===== src/hdl/wsfh_pkg.sv =====
// ============================================================================
// wsfh_pkg
// Types and constants shared by the WebSocket frame header parser.
// ============================================================================
package wsfh_pkg;

	// Parse phases of one frame header.
	typedef enum logic [2:0] {
		PH_FIRST   = 3'd0,
		PH_SECOND  = 3'd1,
		PH_EXT16   = 3'd2,
		PH_EXT64   = 3'd3,
		PH_KEY     = 3'd4,
		PH_PAYLOAD = 3'd5
	} phase_t;

	// Length codes in the second header byte that call for an extension.
	localparam logic [6:0] LEN_CODE_EXT16 = 7'd126;
	localparam logic [6:0] LEN_CODE_EXT64 = 7'd127;

	// Byte counts of the optional header parts.
	localparam logic [3:0] EXT16_BYTES = 4'd2;
	localparam logic [3:0] EXT64_BYTES = 4'd8;
	localparam logic [3:0] KEY_BYTES   = 4'd4;

	// Header byte count once the two fixed bytes are in.
	localparam logic [3:0] BASE_HDR_BYTES = 4'd2;

	// One byte request from the receive side.
	typedef struct packed {
		logic [7:0] data_byte;
		logic       last;
	} byte_item_t;

	// One decoded header result.
	typedef struct packed {
		logic [3:0]  opcode;
		logic [3:0]  flag_bits;
		logic        masked;
		logic [63:0] payload_length;
		logic [31:0] mask_key;
		logic [3:0]  header_length;
	} hdr_result_t;

endpackage


===== src/hdl/wsfh_byte_if.sv =====
// ============================================================================
// wsfh_byte_if
// Byte channel into the parser: one buffer byte and its final-byte flag.
// ============================================================================
interface wsfh_byte_if;
	logic       valid;
	logic       ready;
	logic [7:0] data_byte;
	logic       last;

	modport source (output valid, output data_byte, output last, input ready);
	modport sink   (input valid, input data_byte, input last, output ready);
endinterface


===== src/hdl/wsfh_hdr_if.sv =====
// ============================================================================
// wsfh_hdr_if
// Result channel out of the parser: the decoded frame header fields.
// ============================================================================
interface wsfh_hdr_if;
	logic        valid;
	logic        ready;
	logic [3:0]  opcode;
	logic [3:0]  flag_bits;
	logic        masked;
	logic [63:0] payload_length;
	logic [31:0] mask_key;
	logic [3:0]  header_length;

	modport source (output valid, output opcode, output flag_bits, output masked,
		output payload_length, output mask_key, output header_length, input ready);
	modport sink   (input valid, input opcode, input flag_bits, input masked,
		input payload_length, input mask_key, input header_length, output ready);
endinterface


===== src/hdl/websocket_frame_header_parser.sv =====
// ============================================================================
// websocket_frame_header_parser
// Decodes a WebSocket frame header from a byte stream, one result per buffer.
// ============================================================================
// Usage:
// byte_in carries the received buffer one byte per request, with last set on
// the buffer's final byte. header_out carries one decoded header per buffer:
// opcode, flag bits, mask bit, payload length, masking key and the header
// length (nonzero only when the header and its whole payload have arrived).
// Throughput is one byte per cycle; each byte passes an input register and a
// phase update in the parser. The result of a buffer is registered in the
// result register once its final byte has passed the input register and the
// result register is free. A result waiting in the result register does not
// stop the flow: bytes that are not final keep being accepted. Only a final
// byte waits in the input register until the receiver takes the previous
// result, and then byte_in.ready drops until it moves on.
// After reset (arst_n low) both registers are empty and the parser expects
// the first header byte of a new buffer; each final byte also restarts it.
// ============================================================================
module websocket_frame_header_parser (
	input  logic       clk,
	input  logic       arst_n,
	wsfh_byte_if.sink  byte_in,
	wsfh_hdr_if.source header_out
);
	import wsfh_pkg::*;

	logic        valid_s1;
	byte_item_t  item_s1;
	logic        fire;
	logic        free;
	hdr_result_t result;

	// The parser consumes a byte unless it is final and the result slot is full.
	assign fire = valid_s1 && (!item_s1.last || free);

	wsfh_in_reg u_in_reg (
		.clk      (clk),
		.arst_n   (arst_n),
		.byte_in  (byte_in),
		.fire     (fire),
		.valid_s1 (valid_s1),
		.item_s1  (item_s1)
	);

	wsfh_parser u_parser (
		.clk     (clk),
		.arst_n  (arst_n),
		.fire    (fire),
		.item_s1 (item_s1),
		.result  (result)
	);

	wsfh_out_reg u_out_reg (
		.clk        (clk),
		.arst_n     (arst_n),
		.load       (fire && item_s1.last),
		.result     (result),
		.free       (free),
		.header_out (header_out)
	);

	// No key is reported for a frame whose mask bit is clear.
	a_key_masked: assert property (@(posedge clk) disable iff (!arst_n)
		header_out.valid && !header_out.masked |-> header_out.mask_key == 32'd0)
		else $error("masking key reported for an unmasked frame");

endmodule


===== src/hdl/wsfh_in_reg.sv =====
// ============================================================================
// wsfh_in_reg
// Input register: holds one byte request until the parser consumes it.
// ============================================================================
module wsfh_in_reg (
	input  logic                clk,
	input  logic                arst_n,
	wsfh_byte_if.sink           byte_in,
	input  logic                fire,
	output logic                valid_s1,
	output wsfh_pkg::byte_item_t item_s1
);
	import wsfh_pkg::*;

	// The register takes a new request when empty or when its byte is consumed.
	assign byte_in.ready = !valid_s1 || fire;

	// Valid flag of the input stage.
	always_ff @(posedge clk or negedge arst_n) begin
		if (!arst_n) begin
			valid_s1 <= 1'b0;
		end else if (byte_in.ready) begin
			valid_s1 <= byte_in.valid;
		end
	end

	// Payload of the input stage.
	always_ff @(posedge clk) begin
		if (byte_in.valid && byte_in.ready) begin
			item_s1.data_byte <= byte_in.data_byte;
			item_s1.last      <= byte_in.last;
		end
	end

	// A held byte that is not consumed stays in place.
	a_hold_unconsumed: assert property (@(posedge clk) disable iff (!arst_n)
		valid_s1 && !fire |=> valid_s1 && $stable(item_s1))
		else $error("input stage dropped or changed an unconsumed byte");

endmodule


===== src/hdl/wsfh_parser.sv =====
// ============================================================================
// wsfh_parser
// Header state machine: takes one byte per consumed request and forms the
// result for the buffer's final byte from the updated state.
// ============================================================================
module wsfh_parser (
	input  logic                  clk,
	input  logic                  arst_n,
	input  logic                  fire,
	input  wsfh_pkg::byte_item_t  item_s1,
	output wsfh_pkg::hdr_result_t result
);
	import wsfh_pkg::*;

	phase_t      phase_q, phase_n;
	logic [3:0]  byte_cnt_q, byte_cnt_n;
	logic [3:0]  opcode_q, opcode_n;
	logic [3:0]  flag_q, flag_n;
	logic        mask_q, mask_n;
	logic [6:0]  len_code_q, len_code_n;
	logic [63:0] len_accum_q, len_accum_n;
	logic [31:0] key_q, key_n;
	logic [3:0]  hdr_cnt_q, hdr_cnt_n;
	// Payload bytes still missing before the frame body is complete.
	logic [63:0] remain_q, remain_n;
	logic [7:0]  b;

	assign b = item_s1.data_byte;

	// Next-state logic: advance by one byte.
	always_comb begin
		phase_n     = phase_q;
		byte_cnt_n  = byte_cnt_q;
		opcode_n    = opcode_q;
		flag_n      = flag_q;
		mask_n      = mask_q;
		len_code_n  = len_code_q;
		len_accum_n = len_accum_q;
		key_n       = key_q;
		hdr_cnt_n   = hdr_cnt_q;
		unique case (phase_q) inside
			PH_FIRST: begin
				opcode_n  = b[3:0];
				flag_n    = b[7:4];
				hdr_cnt_n = 4'd1;
				phase_n   = PH_SECOND;
			end
			PH_SECOND: begin
				mask_n      = b[7];
				len_code_n  = b[6:0];
				hdr_cnt_n   = BASE_HDR_BYTES;
				byte_cnt_n  = '0;
				if (b[6:0] == LEN_CODE_EXT16) begin
					len_accum_n = '0;
					phase_n     = PH_EXT16;
				end else if (b[6:0] == LEN_CODE_EXT64) begin
					len_accum_n = '0;
					phase_n     = PH_EXT64;
				end else begin
					len_accum_n = {57'd0, b[6:0]};
					phase_n     = b[7] ? PH_KEY : PH_PAYLOAD;
				end
			end
			PH_EXT16, PH_EXT64: begin
				len_accum_n = {len_accum_q[55:0], b};
				hdr_cnt_n   = hdr_cnt_q + 4'd1;
				byte_cnt_n  = byte_cnt_q + 4'd1;
				if (byte_cnt_n >= ((phase_q == PH_EXT16) ? EXT16_BYTES : EXT64_BYTES)) begin
					phase_n    = mask_q ? PH_KEY : PH_PAYLOAD;
					byte_cnt_n = '0;
				end
			end
			PH_KEY: begin
				key_n      = {key_q[23:0], b};
				hdr_cnt_n  = hdr_cnt_q + 4'd1;
				byte_cnt_n = byte_cnt_q + 4'd1;
				if (byte_cnt_n >= KEY_BYTES) begin
					phase_n    = PH_PAYLOAD;
					byte_cnt_n = '0;
				end
			end
			default: begin
				phase_n = PH_PAYLOAD;
			end
		endcase

		// The remaining count tracks the length until the body starts, then
		// counts down once per body byte and rests at zero.
		if (phase_q == PH_PAYLOAD) begin
			remain_n = (remain_q == 64'd0) ? 64'd0 : remain_q - 64'd1;
		end else begin
			remain_n = len_accum_n;
		end
	end

	// Output logic: result fields from the updated state.
	always_comb begin
		result = '0;
		if (phase_n != PH_FIRST && phase_n != PH_SECOND) begin
			result.opcode    = opcode_n;
			result.flag_bits = flag_n;
			result.masked    = mask_n;
			case (phase_n) inside
				PH_EXT16, PH_EXT64: begin
					result.payload_length = {57'd0, len_code_n};
				end
				PH_KEY: begin
					result.payload_length = len_accum_n;
				end
				default: begin
					result.payload_length = len_accum_n;
					result.mask_key       = mask_n ? key_n : 32'd0;
					result.header_length  = (remain_n == 64'd0) ? hdr_cnt_n : 4'd0;
				end
			endcase
		end
	end

	// Control state; a final byte sends the parser back to the first phase.
	always_ff @(posedge clk or negedge arst_n) begin
		if (!arst_n) begin
			phase_q    <= PH_FIRST;
			byte_cnt_q <= '0;
			hdr_cnt_q  <= '0;
			mask_q     <= 1'b0;
		end else if (fire) begin
			if (item_s1.last) begin
				phase_q    <= PH_FIRST;
				byte_cnt_q <= '0;
				hdr_cnt_q  <= '0;
				mask_q     <= 1'b0;
			end else begin
				phase_q    <= phase_n;
				byte_cnt_q <= byte_cnt_n;
				hdr_cnt_q  <= hdr_cnt_n;
				mask_q     <= mask_n;
			end
		end
	end

	// Header data registers; each is written before it is read in a buffer.
	always_ff @(posedge clk) begin
		if (fire) begin
			opcode_q    <= opcode_n;
			flag_q      <= flag_n;
			len_code_q  <= len_code_n;
			len_accum_q <= len_accum_n;
			key_q       <= key_n;
			remain_q    <= remain_n;
		end
	end

	// A final byte always restarts parsing at the first header byte.
	a_restart: assert property (@(posedge clk) disable iff (!arst_n)
		fire && item_s1.last |=> phase_q == PH_FIRST && hdr_cnt_q == 4'd0)
		else $error("parser did not restart after the final byte");

	// A nonzero header length only comes with at least the two fixed bytes.
	a_hdr_len: assert property (@(posedge clk) disable iff (!arst_n)
		fire && result.header_length != 4'd0 |-> result.header_length >= BASE_HDR_BYTES)
		else $error("header length below the fixed header size");

endmodule


===== src/hdl/wsfh_out_reg.sv =====
// ============================================================================
// wsfh_out_reg
// Result register: holds one decoded header until the receiver takes it.
// ============================================================================
module wsfh_out_reg (
	input  logic                  clk,
	input  logic                  arst_n,
	input  logic                  load,
	input  wsfh_pkg::hdr_result_t result,
	output logic                  free,
	wsfh_hdr_if.source            header_out
);
	import wsfh_pkg::*;

	logic        res_valid_q;
	hdr_result_t res_q;

	// The register can take a result when empty or being emptied this cycle.
	assign free = !res_valid_q || header_out.ready;

	// Valid flag of the result register.
	always_ff @(posedge clk or negedge arst_n) begin
		if (!arst_n) begin
			res_valid_q <= 1'b0;
		end else if (free) begin
			res_valid_q <= load;
		end
	end

	// Result payload.
	always_ff @(posedge clk) begin
		if (load && free) begin
			res_q <= result;
		end
	end

	// Drive the result channel.
	assign header_out.valid          = res_valid_q;
	assign header_out.opcode         = res_q.opcode;
	assign header_out.flag_bits      = res_q.flag_bits;
	assign header_out.masked         = res_q.masked;
	assign header_out.payload_length = res_q.payload_length;
	assign header_out.mask_key       = res_q.mask_key;
	assign header_out.header_length  = res_q.header_length;

	// A new result never lands on one that is still waiting.
	a_no_overwrite: assert property (@(posedge clk) disable iff (!arst_n)
		load |-> free)
		else $error("result loaded over a pending result");

endmodule

===== src/flat_wrapper.sv =====
// flat-port wrapper written by rule: the top's interface ports become plain ports
module websocket_frame_header_parser_flat import wsfh_pkg::*;
  (clk, arst_n, byte_in_valid, byte_in_data_byte, byte_in_last, byte_in_ready, header_out_valid, header_out_opcode, header_out_flag_bits, header_out_masked, header_out_payload_length, header_out_mask_key, header_out_header_length, header_out_ready);
  wsfh_byte_if byte_in_i ();
  wsfh_hdr_if header_out_i ();
  input  logic clk;
  input  logic arst_n;
  input wire logic [$bits(byte_in_i.valid)-1:0] byte_in_valid;
  input wire logic [$bits(byte_in_i.data_byte)-1:0] byte_in_data_byte;
  input wire logic [$bits(byte_in_i.last)-1:0] byte_in_last;
  output wire logic [$bits(byte_in_i.ready)-1:0] byte_in_ready;
  output wire logic [$bits(header_out_i.valid)-1:0] header_out_valid;
  output wire logic [$bits(header_out_i.opcode)-1:0] header_out_opcode;
  output wire logic [$bits(header_out_i.flag_bits)-1:0] header_out_flag_bits;
  output wire logic [$bits(header_out_i.masked)-1:0] header_out_masked;
  output wire logic [$bits(header_out_i.payload_length)-1:0] header_out_payload_length;
  output wire logic [$bits(header_out_i.mask_key)-1:0] header_out_mask_key;
  output wire logic [$bits(header_out_i.header_length)-1:0] header_out_header_length;
  input wire logic [$bits(header_out_i.ready)-1:0] header_out_ready;
  assign byte_in_i.valid = byte_in_valid;
  assign byte_in_i.data_byte = byte_in_data_byte;
  assign byte_in_i.last = byte_in_last;
  assign byte_in_ready = byte_in_i.ready;
  assign header_out_valid = header_out_i.valid;
  assign header_out_opcode = header_out_i.opcode;
  assign header_out_flag_bits = header_out_i.flag_bits;
  assign header_out_masked = header_out_i.masked;
  assign header_out_payload_length = header_out_i.payload_length;
  assign header_out_mask_key = header_out_i.mask_key;
  assign header_out_header_length = header_out_i.header_length;
  assign header_out_i.ready = header_out_ready;
  websocket_frame_header_parser u_core (.clk(clk), .arst_n(arst_n), .byte_in(byte_in_i), .header_out(header_out_i));
endmodule

===== config.mk =====
export PLATFORM = sky130hd
export DESIGN_NAME = websocket_frame_header_parser_flat
export DESIGN_NICKNAME = d
export VERILOG_FILES = /design/src/hdl/wsfh_pkg.sv /design/src/hdl/wsfh_byte_if.sv /design/src/hdl/wsfh_hdr_if.sv /design/src/hdl/websocket_frame_header_parser.sv /design/src/hdl/wsfh_in_reg.sv /design/src/hdl/wsfh_parser.sv /design/src/hdl/wsfh_out_reg.sv /design/src/flat_wrapper.sv
export SDC_FILE = /design/constraint.sdc
export NUM_CORES = 1
export LEC_CHECK = 0
export BUFFER_PORTS_ARGS = -buffer_cell sky130_fd_sc_hd__clkbuf_2
export CAP_MARGIN = 20
export CELL_PAD_IN_SITES_DETAIL_PLACEMENT = 1
export CELL_PAD_IN_SITES_GLOBAL_PLACEMENT = 2
export CORE_MARGIN = 2
export CORE_UTILIZATION = 40
export DETAILED_ROUTE_END_ITERATION = 8
export PLACE_DENSITY_LB_ADDON = 0.1
export SKIP_CTS_REPAIR_TIMING = 1
export SLEW_MARGIN = 20
export SYNTH_ARGS = -nofsm -noshare
export SYNTH_HDL_FRONTEND = slang
export SYNTH_SLANG_ARGS = --single-unit

===== constraint.sdc =====
create_clock -name clk -period 7.2 [get_ports clk]
set_input_delay 1.44 -clock clk [delete_from_list [all_inputs] [get_ports clk]]
set_output_delay 1.44 -clock clk [all_outputs]
set_load 0.005 [all_outputs]

==> impl_metrics.env <==
export IMPL_ant_nets=0
export IMPL_synthTopCellsByArea="edfxtp_1 61%, nand2_1 4.2%, nor2_1 3.4%"
export IMPL_fp_dieH_um=193
export IMPL_worstSkewPairLatency_ps=540
export IMPL_areaGrowthSynthToFinish_pct=16.8
export IMPL_track_usage=0.227
export IMPL_slew_headroom=0.300
export IMPL_synth_xor_area_share=0.0341
export IMPL_hold_violations=0
export IMPL_synthTopCellsByCount="293 x edfxtp_1, 162 x nand2_1, 131 x nor2_1, 79 x inv_1, 62 x a22oi_1"
export IMPL_yosysWarnings=0
export IMPL_worst_slew_pin_slew_ps=1050
export IMPL_cts_path_max_buffers=3
export IMPL_antenna_found_initial=1
export IMPL_rrSetupSlack_ps=1990
export IMPL_slew_viol_final=0
export IMPL_swShare=0.302
export IMPL_fin_skew_ps=20.9
export IMPL_grt_pass1_vias=10600
export IMPL_drtIter0Drc=587
export IMPL_yosys_cell_count_top_type="edfxtp_1"
export IMPL_routed_via_density=5.60
export IMPL_h_tree_depth=2
export IMPL_fin_util=0.473
export IMPL_worstRegToRegCells=11
export IMPL_tns_ps=0
export IMPL_holdWs_ps=516
export IMPL_synth_top_family_by_area="simple AND/OR/NAND/NOR gates"
export IMPL_dp_hpwl_um=29800
export IMPL_ir_drop_mv=0.218
export IMPL_arrival_ps=5590
export IMPL_min_period_ps=5210
export IMPL_rsz0062_at_grt="no"
export IMPL_p_int_mw=3.92
export IMPL_required_ps=7580
export IMPL_seq_power_share=0.460
export IMPL_fin_nets=1381
export IMPL_fp_dieW_um=193
export IMPL_power_frac_clock=0.349
export IMPL_drv_cap=0
export IMPL_initial_core_util=0.405
export IMPL_status="complete, no violations"
export IMPL_pwr_share_comb=0.191
export IMPL_synth_seq_area_share=0.637
export IMPL_muxShareOfSynthArea=0.00923
export IMPL_path_cells="inv_1 -> ha_1 -> nor3b_1 -> nand2_1 -> nor3_4 -> nand3_2 -> nand2_1 -> o22ai_1 -> or4_1 -> or4_4 -> nor2_1"
export IMPL_core_um2=35500
export IMPL_netlist_area_um2=14400
export IMPL_fin_crit_sh=0.724
export IMPL_ys_ff_latch=307
export IMPL_holdPathStages=2
export IMPL_place_congestion=0.861
export IMPL_hold_path_class="register to register"
export IMPL_synth_fa_ha_area_frac=0.00436
export IMPL_fmax_mhz=192
export IMPL_num_vias=10400
export IMPL_crit_top_cell="nand2_1"
export IMPL_synth_top_flop_cell="edfxtp_1"
export IMPL_async_reset_ff_frac=0.0456
export IMPL_io_buffers=123
export IMPL_min_from="u_core.u_parser.byte_cnt_q[3]"
export IMPL_slowest_delay_ps=950
export IMPL_critical_path_endpoint_type="register"
export IMPL_dieArea_um2=37400
export IMPL_synth_top_cell_area_share=0.613
export IMPL_cts_buffers=37
export IMPL_synth_fp_nets=1264
export IMPL_io_pin_count=124
export IMPL_clkTransAtPathRegs_ps=60
export IMPL_ys_types=69
export IMPL_cts_sinks=307
export IMPL_rows=69
export IMPL_yosys_area_top_type="edfxtp_1"
export IMPL_wl_um=42600
export IMPL_drive_gt1_frac=0.165
export IMPL_cts_root_buf="clkbuf_16"
export IMPL_synth_avg_cell_area_um2=11.5
export IMPL_p_leak_nw=6.54
export IMPL_overflow=0
export IMPL_crit_path_max_fanout=24
export IMPL_synth_compound_area_frac=0.105
export IMPL_dr_pass1_iters=5
export IMPL_pwr_density_cell_nw_per_um2=334
export IMPL_synthCells=1246
export IMPL_critical_path_class="register to register"
export IMPL_cp_start_kind="register"
export IMPL_setup_violations=0
export IMPL_yosys_area_share_simple=0.171
export IMPL_remaining_drc_errors=0
export IMPL_power_switching_mw=1.69
export IMPL_cts_tree="built"
export IMPL_r2r_start="u_core.u_parser.remain_q[0]"
export IMPL_grt_max_degree=91
export IMPL_hold_end="u_core.u_parser.byte_cnt_q[3]"
export IMPL_grt_pass1_wl_um=65800
export IMPL_cp_slowest_cell="nand2_1"
export IMPL_r2r_end="u_core.u_out_reg.header_out.header_length[1]"
export IMPL_post_drt_wl_per_cell_um=23.0
export IMPL_synth_edf_count=293
==> per-layer routing <==
metal,vias to the layer above,global-route usage,wire [um]
met3,51,0.0303,1860
li1,4828,-,-
met2,254,0.365,20100
met1,5244,0.322,19600
met5,-,0,0
met4,0,0.0656,1000
==> state kept, by name, summed over array words and instances, names as in the netlist, 3 cells and up <==
register                                    flops
u_core.u_out_reg.header_out.payload_length     64
u_core.u_parser.len_accum_q                    64
u_core.u_parser.remain_q                       64
u_core.u_out_reg.header_out.mask_key           32
u_core.u_parser.key_q                          32
u_core.u_in_reg.item_s1                         9
u_core.u_parser.len_code_q                      7
u_core.u_out_reg.header_out.flag_bits           4
u_core.u_out_reg.header_out.header_length       4
u_core.u_out_reg.header_out.opcode              4
u_core.u_parser.byte_cnt_q                      4
u_core.u_parser.flag_q                          4
u_core.u_parser.hdr_cnt_q                       4
u_core.u_parser.opcode_q                        4
u_core.u_parser.phase_q                         3
==> worst max-delay path by stage <==
stage / startpoint / endpoint / cells past startpoint / slack (ps)
after floorplan: header_out_ready / u_core.u_out_reg.header_out.valid / 6 / 170
after global placement: u_core.u_parser.remain_q[0] / u_core.u_out_reg.header_out.header_length[1] / 11 / 2410
after detailed placement: u_core.u_parser.remain_q[0] / u_core.u_out_reg.header_out.header_length[3] / 11 / 2090
after CTS: u_core.u_parser.remain_q[0] / u_core.u_out_reg.header_out.header_length[1] / 11 / 2060
after global routing: u_core.u_parser.remain_q[0] / u_core.u_out_reg.header_out.header_length[1] / 11 / 1650
final: u_core.u_parser.remain_q[0] / u_core.u_out_reg.header_out.header_length[1] / 11 / 1990
==> metrics by stage <==
| stage | setup WS, ps | instances | cell area [um^2] | total power [mW] |
|---|---|---|---|---|
| 6_report | 1990 | 1854 | 16800 | 5.61 |
| 3_3_place_gp | 2410 | 1785 | 15500 | 3.65 |
| 5_1_grt | 1650 | 1853 | 16800 | 5.87 |
| 3_5_place_dp | 2090 | 1785 | 15500 | 3.68 |
| 4_1_cts | 2060 | 1853 | 16800 | 5.66 |
| 2_1_floorplan | 174 | 1246 | 14400 | 3.24 |
==> critical path: cells and delay by family (launching register included) <==
family	cells	cell delay [ps]
flip-flops	1	460
adder cells (fa/ha/maj)	1	280
buffers and inverters	1	120
AND/OR/NAND/NOR	8	3950
AO/OA/AOI/OAI	1	240
==> placed cells by master (no fill, tap or decap), types with 26 or more instances in the layout <==
cell,netlist,routed
nor2_1,131,130
a21oi_1,37,37
a22oi_1,62,62
inv_1,79,78
edfxtp_1,293,293
xnor2_1,27,27
o22ai_1,28,28
clkbuf_16,0,39
nand2_1,162,162
nor4_1,37,36
nor2b_1,43,42
nor3_1,27,26
xor2_1,29,29
clkbuf_2,0,123
o21ai_0,29,29
==> power groups by stage <==
| stage | sequential, mW | combinational, mW | clock [mW] |
|---|---|---|---|
| 4_1_cts | 2.58 | 1.08 | 2.01 |
| 3_3_place_gp | 2.60 | 1.05 | 0 |
| 5_1_grt | 2.61 | 1.19 | 2.06 |
| 2_1_floorplan | 2.52 | 0.720 | 0 |
| 3_5_place_dp | 2.61 | 1.07 | 0 |
| 6_report | 2.58 | 1.07 | 1.96 |
==> area by class of cell <==
cell class                      instances  area, um^2
Fill cell                            3806       18700
Timing Repair Buffer                  141         751
Tap cell                              461         577
Clock buffer                           43         991
Sequential cell                       307        9150
Clock inverter                         25         284
Antenna cell                            1        2.50
Multi-Input combinational cell        797        4720
Inverter                               79         302
==> cell families (layout without fill, tap and decap cells) <==
logic type / count (synthesis) / in the layout
buf+inv: 142 / 288
simple gates: 500 / 500
xor+xnor: 56 / 56
flops: 307 / 307
compound gates: 223 / 223
mux: 13 / 13
fa+ha+maj: 5 / 5
other cells: 0 / 1
Power figures use the tool's default switching activity.
